File: src/rtl/core/b64c_pkg.sv
// ----------------------------------------------------------------------------
// b64c_pkg
// Types, constants and alphabet helpers for the base64 stream codec.
// ----------------------------------------------------------------------------
package b64c_pkg;

	localparam logic [7:0] PAD_CHAR = 8'h3D;
	localparam int         MAX_RES  = 4;

	typedef struct packed {
		logic [7:0] data;
		logic       has;
		logic       last;
		logic       err;
	} b64c_res_t;

	// 6-bit value to standard alphabet character
	function automatic logic [7:0] enc_char(input logic [5:0] v);
		logic [7:0] c;
		if (v < 6'd26)
			c = 8'h41 + {2'b00, v};
		else if (v < 6'd52)
			c = 8'h61 + {2'b00, v - 6'd26};
		else if (v < 6'd62)
			c = 8'h30 + {2'b00, v - 6'd52};
		else if (v == 6'd62)
			c = 8'h2B;
		else
			c = 8'h2F;
		return c;
	endfunction

	// character to 6-bit value; anything foreign maps to zero
	function automatic logic [5:0] dec_value(input logic [7:0] c);
		logic [7:0] t;
		t = 8'h00;
		if (c >= 8'h41 && c <= 8'h5A)
			t = c - 8'h41;
		else if (c >= 8'h61 && c <= 8'h7A)
			t = c - 8'h61 + 8'd26;
		else if (c >= 8'h30 && c <= 8'h39)
			t = c - 8'h30 + 8'd52;
		else if (c == 8'h2B)
			t = 8'd62;
		else if (c == 8'h2F)
			t = 8'd63;
		return t[5:0];
	endfunction

	function automatic b64c_res_t mk_char(input logic [7:0] c);
		b64c_res_t r;
		r.data = c;
		r.has  = 1'b1;
		r.last = 1'b0;
		r.err  = 1'b0;
		return r;
	endfunction

endpackage

File: src/rtl/core/base64_stream_codec_top.sv
// Latency: first result of an item is shown the cycle after its request is taken.
// Throughput: one result per cycle while m_tready is high, out of a four-entry
// result register; results per item: encode 1-2, encode flush up to 4, decode 0-2.
// A new request is taken in the cycle the last buffered result leaves.
// Reset: group state and result count cleared (buffer emptied), mode returns to encode.
// ----------------------------------------------------------------------------
// base64_stream_codec_top
// Streaming base64 encoder/decoder, standard alphabet, with mode register.
// ----------------------------------------------------------------------------
module base64_stream_codec_top
	import b64c_pkg::*;
(
	input  logic       clk,
	input  logic       arst_n,
	// configuration
	input  logic       cfg_valid,
	output logic       cfg_ready,
	input  logic [0:0] cfg_data,    // [0] decode_mode
	// input stream
	input  logic       s_tvalid,
	output logic       s_tready,
	input  logic [7:0] s_tdata,     // [7:0] in_byte
	input  logic       s_tlast,     // in_last
	// output stream
	output logic       m_tvalid,
	input  logic       m_tready,
	output logic [7:0] m_tdata,     // [7:0] out_byte
	output logic       m_tlast,     // out_last
	output logic [1:0] m_tuser      // [0] has_byte, [1] error
);

	logic       mode_q;
	logic [1:0] phase_q;
	logic [5:0] lo_q;
	logic       pad_q;

	b64c_res_t  res_q [MAX_RES];
	logic [2:0] cnt_q;

	b64c_res_t  res_n [MAX_RES];
	logic [2:0] k_n;
	logic [1:0] phase_n;
	logic [5:0] lo_n;
	logic       pad_n;

	logic       take;
	logic       acc;
	logic       cfg_acc;

	logic [5:0] v;
	logic       is_pad;
	logic [7:0] dbyte;
	logic       made;

	assign cfg_ready = 1'b1;
	assign cfg_acc   = cfg_valid & cfg_ready;

	assign m_tvalid = (cnt_q != 3'd0);
	assign m_tdata  = res_q[0].data;
	assign m_tlast  = res_q[0].last;
	assign m_tuser  = {res_q[0].err, res_q[0].has};

	assign take     = m_tvalid & m_tready;
	assign s_tready = (cnt_q == 3'd0) || (cnt_q == 3'd1 && m_tready);
	assign acc      = s_tvalid & s_tready;

	assign v      = dec_value(s_tdata);
	assign is_pad = (s_tdata == PAD_CHAR);

	always_comb begin
		for (int i = 0; i < MAX_RES; i++)
			res_n[i] = '0;
		k_n     = 3'd0;
		phase_n = phase_q;
		lo_n    = lo_q;
		pad_n   = pad_q;
		dbyte   = 8'h00;
		made    = 1'b0;

		if (!mode_q) begin
			case (phase_q)
				2'd1: begin
					res_n[0] = mk_char(enc_char({lo_q[1:0], s_tdata[7:4]}));
					lo_n     = {2'b00, s_tdata[3:0]};
					phase_n  = 2'd2;
					if (s_tlast) begin
						res_n[1] = mk_char(enc_char({s_tdata[3:0], 2'b00}));
						res_n[2] = mk_char(PAD_CHAR);
						k_n      = 3'd3;
					end else begin
						k_n = 3'd1;
					end
				end
				2'd2: begin
					res_n[0] = mk_char(enc_char({lo_q[3:0], s_tdata[7:6]}));
					res_n[1] = mk_char(enc_char(s_tdata[5:0]));
					lo_n     = 6'd0;
					phase_n  = 2'd0;
					k_n      = 3'd2;
				end
				default: begin
					// phase 3 cannot occur in encode; treated as a group start
					res_n[0] = mk_char(enc_char(s_tdata[7:2]));
					lo_n     = {4'b0000, s_tdata[1:0]};
					phase_n  = 2'd1;
					if (s_tlast) begin
						res_n[1] = mk_char(enc_char({s_tdata[1:0], 4'b0000}));
						res_n[2] = mk_char(PAD_CHAR);
						res_n[3] = mk_char(PAD_CHAR);
						k_n      = 3'd4;
					end else begin
						k_n = 3'd1;
					end
				end
			endcase
			for (int i = 0; i < MAX_RES; i++)
				res_n[i].last = s_tlast && (k_n == 3'(i + 1));
		end else begin
			case (phase_q)
				2'd0: lo_n = v;
				2'd1: begin
					dbyte = {lo_q, v[5:4]};
					lo_n  = {2'b00, v[3:0]};
				end
				2'd2: begin
					dbyte = {lo_q[3:0], v[5:2]};
					lo_n  = {4'b0000, v[1:0]};
				end
				default: begin
					dbyte = {lo_q[1:0], v};
					lo_n  = 6'd0;
				end
			endcase
			pad_n   = pad_q | is_pad;
			made    = (phase_q != 2'd0) && !pad_n;
			phase_n = phase_q + 2'd1;
			if (phase_n == 2'd0) begin
				lo_n  = 6'd0;
				pad_n = 1'b0;
			end

			if (made) begin
				res_n[0] = mk_char(dbyte);
				k_n      = 3'd1;
			end
			if (s_tlast) begin
				if (phase_n != 2'd0) begin
					// message ends inside a group: trailing error marker
					res_n[k_n[1:0]].last = 1'b1;
					res_n[k_n[1:0]].err  = 1'b1;
					k_n                  = k_n + 3'd1;
				end else if (made) begin
					res_n[0].last = 1'b1;
				end else begin
					res_n[0].last = 1'b1;
					k_n           = 3'd1;
				end
			end
		end

		if (s_tlast) begin
			phase_n = 2'd0;
			lo_n    = 6'd0;
			pad_n   = 1'b0;
		end
	end

	always_ff @(posedge clk or negedge arst_n) begin
		if (!arst_n) begin
			mode_q  <= 1'b0;
			phase_q <= 2'd0;
			lo_q    <= 6'd0;
			pad_q   <= 1'b0;
			cnt_q   <= 3'd0;
		end else begin
			if (cfg_acc) begin
				mode_q  <= cfg_data[0];
				phase_q <= 2'd0;
				lo_q    <= 6'd0;
				pad_q   <= 1'b0;
			end else if (acc) begin
				phase_q <= phase_n;
				lo_q    <= lo_n;
				pad_q   <= pad_n;
			end
			if (acc)
				cnt_q <= k_n;
			else if (take)
				cnt_q <= cnt_q - 3'd1;
		end
	end

	// result buffer: load a fresh group, or shift one out
	always_ff @(posedge clk) begin
		if (acc) begin
			for (int i = 0; i < MAX_RES; i++)
				res_q[i] <= res_n[i];
		end else if (take) begin
			for (int i = 0; i < MAX_RES - 1; i++)
				res_q[i] <= res_q[i + 1];
		end
	end

endmodule

File: config.mk
export PLATFORM = sky130hd
export DESIGN_NAME = base64_stream_codec_top
export DESIGN_NICKNAME = d
export VERILOG_FILES = /design/src/rtl/core/b64c_pkg.sv /design/src/rtl/core/base64_stream_codec_top.sv
export SDC_FILE = /design/constraint.sdc
export NUM_CORES = 1
export LEC_CHECK = 0
export BUFFER_PORTS_ARGS = -buffer_cell sky130_fd_sc_hd__buf_2
export CAP_MARGIN = 10
export CORE_MARGIN = 2
export CORE_UTILIZATION = 25
export CTS_CLUSTER_DIAMETER = 60
export CTS_CLUSTER_SIZE = 10
export DETAILED_ROUTE_END_ITERATION = 10
export GPL_ROUTABILITY_DRIVEN = 0
export PLACE_DENSITY = 0.46
export SLEW_MARGIN = 40
export SYNTH_ARGS = -nofsm -noshare
export SYNTH_HDL_FRONTEND = slang
export SYNTH_SLANG_ARGS = --single-unit
File: constraint.sdc
create_clock -name clk -period 5.77 [get_ports clk]
set_clock_uncertainty 0.2 [all_clocks]
set_input_delay 1.154 -clock clk [delete_from_list [all_inputs] [get_ports clk]]
set_output_delay 1.154 -clock clk [all_outputs]
set_load 0.005 [all_outputs]
==> qor.yml <==
power_and_ir_drop:
  switchingPower_uw: 542
  power.total_mw: 1.33
  p_comb_frac: 0.447
  p_sw_frac: 0.406
  vdd_drop_max_uv: 110
  p_int_uw: 792
  pwr-share-clk: 0.198
  p_per_area_nw_per_um2: 239
  cellLeakagePower_nw: 2.12
  p_seq_frac: 0.356
synthesis:
  syn-instance-count: 636
  mappedNetlistNets: 706
  syn_area_per_cell_sq_um: 8.00
  synth_area_leaders: "edfxtp_1 (15%), ha_1 (14%), dfrtp_1 (6.4%), xnor2_1 (5.5%), nand2_1 (5.4%)"
  syn_area_sq_um: 5090
  synthFlopType: "edfxtp_1"
  synth_largest_area_cell: "edfxtp_1"
  synth-edff-count: 26
  synth_top_cell_area_share: 0.153
  ys_warn_count: 0
  ys_seq_elements: 39
  yosysSeqAreaShare: 0.217
  ys_async_sr_fraction: 0.333
  synth.distinct_cells: 73
final_layout:
  area_growth_pct: 9.76
  design_area_sq_um: 5590
  fill_cells: 2129
  postLayoutCoreUtil: 0.278
  final-instance-count-excl-fill: 906
  num-nets-final: 705
  drive_above_1_share: 0.0818
  multi_input_area_sq_um: 3740
  insertedDiodeCount: 0
  seq_area_sq_um: 1110
clocking:
  clock_latency_ns: 0.28
  postCtsHoldBufs: 0
  cts_setup_buffers: 0
  htree_levels: 2
  cts_root_buf: "clkbuf_16"
  cts_resized: 0
  cts_sinks: 39
  cts.reportedPaths.clkPinSlew_ns: 0.06
  cts_inserted_buffers: 5
  cts_max_path_buffers: 2
  tritoncts: "done"
timing:
  tightest_slew_ns: 0.822
  layout_setup_ws_ns: 1.00
  slew_violations: 0
  finalCriticalPeriod_ns: 4.77
  fmaxAchievable_ghz: 0.210
  setup_tns_ns: 0
  setup_violations: 0
  finalCritPeriodShare: 0.826
  rsz0062_at_grt: "no"
  timing.hold.ws_ns: 0.310
  slew_headroom: 0.452
  finalHoldViolations: 0
route:
  via_per_inst: 5.65
  wl_per_cell_microns: 20.3
  routed_wl_microns: 18400
  drc_errors: 0
  firstDrtPassIters: 5
  drtIter0Drc: 660
  antenna_left: 0
  vias: 5117
global_route:
  track_usage: 0.168
  grt_max_degree: 27
  grt_antenna_before_repair: 0
  overflow: 0
  grt_pass1_wl_microns: 29100
  grt_pass1_vias: 4902
worst_setup_path:
  crit_path_end_kind: "flop"
  cp-start-kind: "input port"
  cp.required_ns: 5.63
  arrival_ns: 4.63
  crit_fanout: 14
  crit_type: "in2reg"
placed_design:
  pre_cts_ws_ns: 0.588
  port-buffer-count: 27
  hpwl_microns: 13700
  place_area_sq_um: 5450
  dp_cells: 898
floorplanning:
  die_area_sq_um: 21500
  fp.coreArea_sq_um: 20100
  io_pins: 29
  die_h_microns: 147
  row_count: 52
  die_x_microns: 147
  start_util: 0.253
hold_path:
  hold_path_class: "reg2reg"
outcome:
  status: "complete, no violations"
run:
  maxCapViolCount: 0
[final timing paths]
kind                                     start                endpoint  slack, ns  cells after the start
max                                 s_tdata[2]   res_q[0][4]$_DFFE_PP_       1.00                     10
min                        lo_q[5]$_DFFE_PN0P_     lo_q[5]$_DFFE_PN0P_       0.31                      1
min in group asynchronous               arst_n     lo_q[5]$_DFFE_PN0P_       0.58                      1
max in group asynchronous               arst_n    cnt_q[0]$_DFFE_PN0P_       4.53                      1
max reg2reg                lo_q[0]$_DFFE_PN0P_  res_q[0][10]$_DFFE_PP_       2.22                      9
min reg2reg                lo_q[5]$_DFFE_PN0P_     lo_q[5]$_DFFE_PN0P_       0.31                      1
[Yosys cell counts (16+ instances only)]
master and n:
a21oi_1 32, clkbuf_1 31, edfxtp_1 26, ha_1 55, inv_1 21, nand2_1 73
nand3_1 27, nor2_1 35, o21ai_0 50, xnor2_1 32, xor2_1 16
[layout by cell type (no fill, tap or decap), drive strengths merged, types with 6 or more instances in the layout]
cell and count:
a21oi 33, ha 55, edfxtp 26, nand4 10
a32oi 6, nand3 27, inv 21, o21a 7
a211oi 10, a31oi 13, o211ai 10, a221oi 6
xor2 17, o21ai 51, nand2 73, a21o 10
nand2b 12, o221ai 6, nor3 12, nor2 35
clkbuf 7, and3 6, xnor2 32, nor2b 7
buf 33, dfrtp 13
[state kept, by name (all words and copies together), names as in the netlist]
name     count
phase_q      2
mode_q       1
res_q       26
pad_q        1
lo_q         6
cnt_q        3
[routing by layer]
metal	routed length [microns]	up-vias	GRT usage	part of all wire
li1	-	2371	-	-
met1	8590	2505	0.243	0.47
met2	8370	220	0.270	0.46
met3	1130	21	0.0177	0.061
met4	288	0	0.0398	0.016
met5	0	-	0	0
[layout make-up]
| cell class | instances | area share |
|---|---|---|
| clock buffers | 7 | 0.0237 |
| multi-input cells | 532 | 0.669 |
| flip-flops and latches | 39 | 0.198 |
| repair buffers | 33 | 0.0322 |
| well taps | 270 | 0.0605 |
| clock inverters | 1 | 0.000896 |
| inverters | 24 | 0.0161 |
[worst max-delay path, cell delays in order]
cell and delay (ns):
buf_2 0.35, clkinv_1 0.50, ha_1 0.49, a21oi_2 0.34
nor3b_1 0.15, nor3_2 0.41, nor2_1 0.17, a211oi_1 0.53
a221oi_1 0.18, o31ai_1 0.35
[power groups by stage]
stage	sequential (mW)	clock, mW	combinational [mW]
final	0.474	0.264	0.596
after global routing	0.484	0.280	0.659
after CTS	0.476	0.269	0.592
after detailed placement	0.481	0	0.589
after global placement	0.482	0	0.580
after floorplan	0.462	0	0.377
[logic make-up (layout without fill, tap and decap cells)]
family / Yosys count / in the layout / share of synthesized area
xor+xnor: 49 / 49 / 0.0858
fa+ha+maj: 55 / 55 / 0.135
flops: 39 / 39 / 0.217
buf+inv: 65 / 65 / 0.0514
other cells: 1 / 1 / 0.000737
mux: 5 / 5 / 0.00983
compound gates: 212 / 212 / 0.292
simple gates: 210 / 210 / 0.208
No activity file was read; power rests on OpenSTA's default activity.
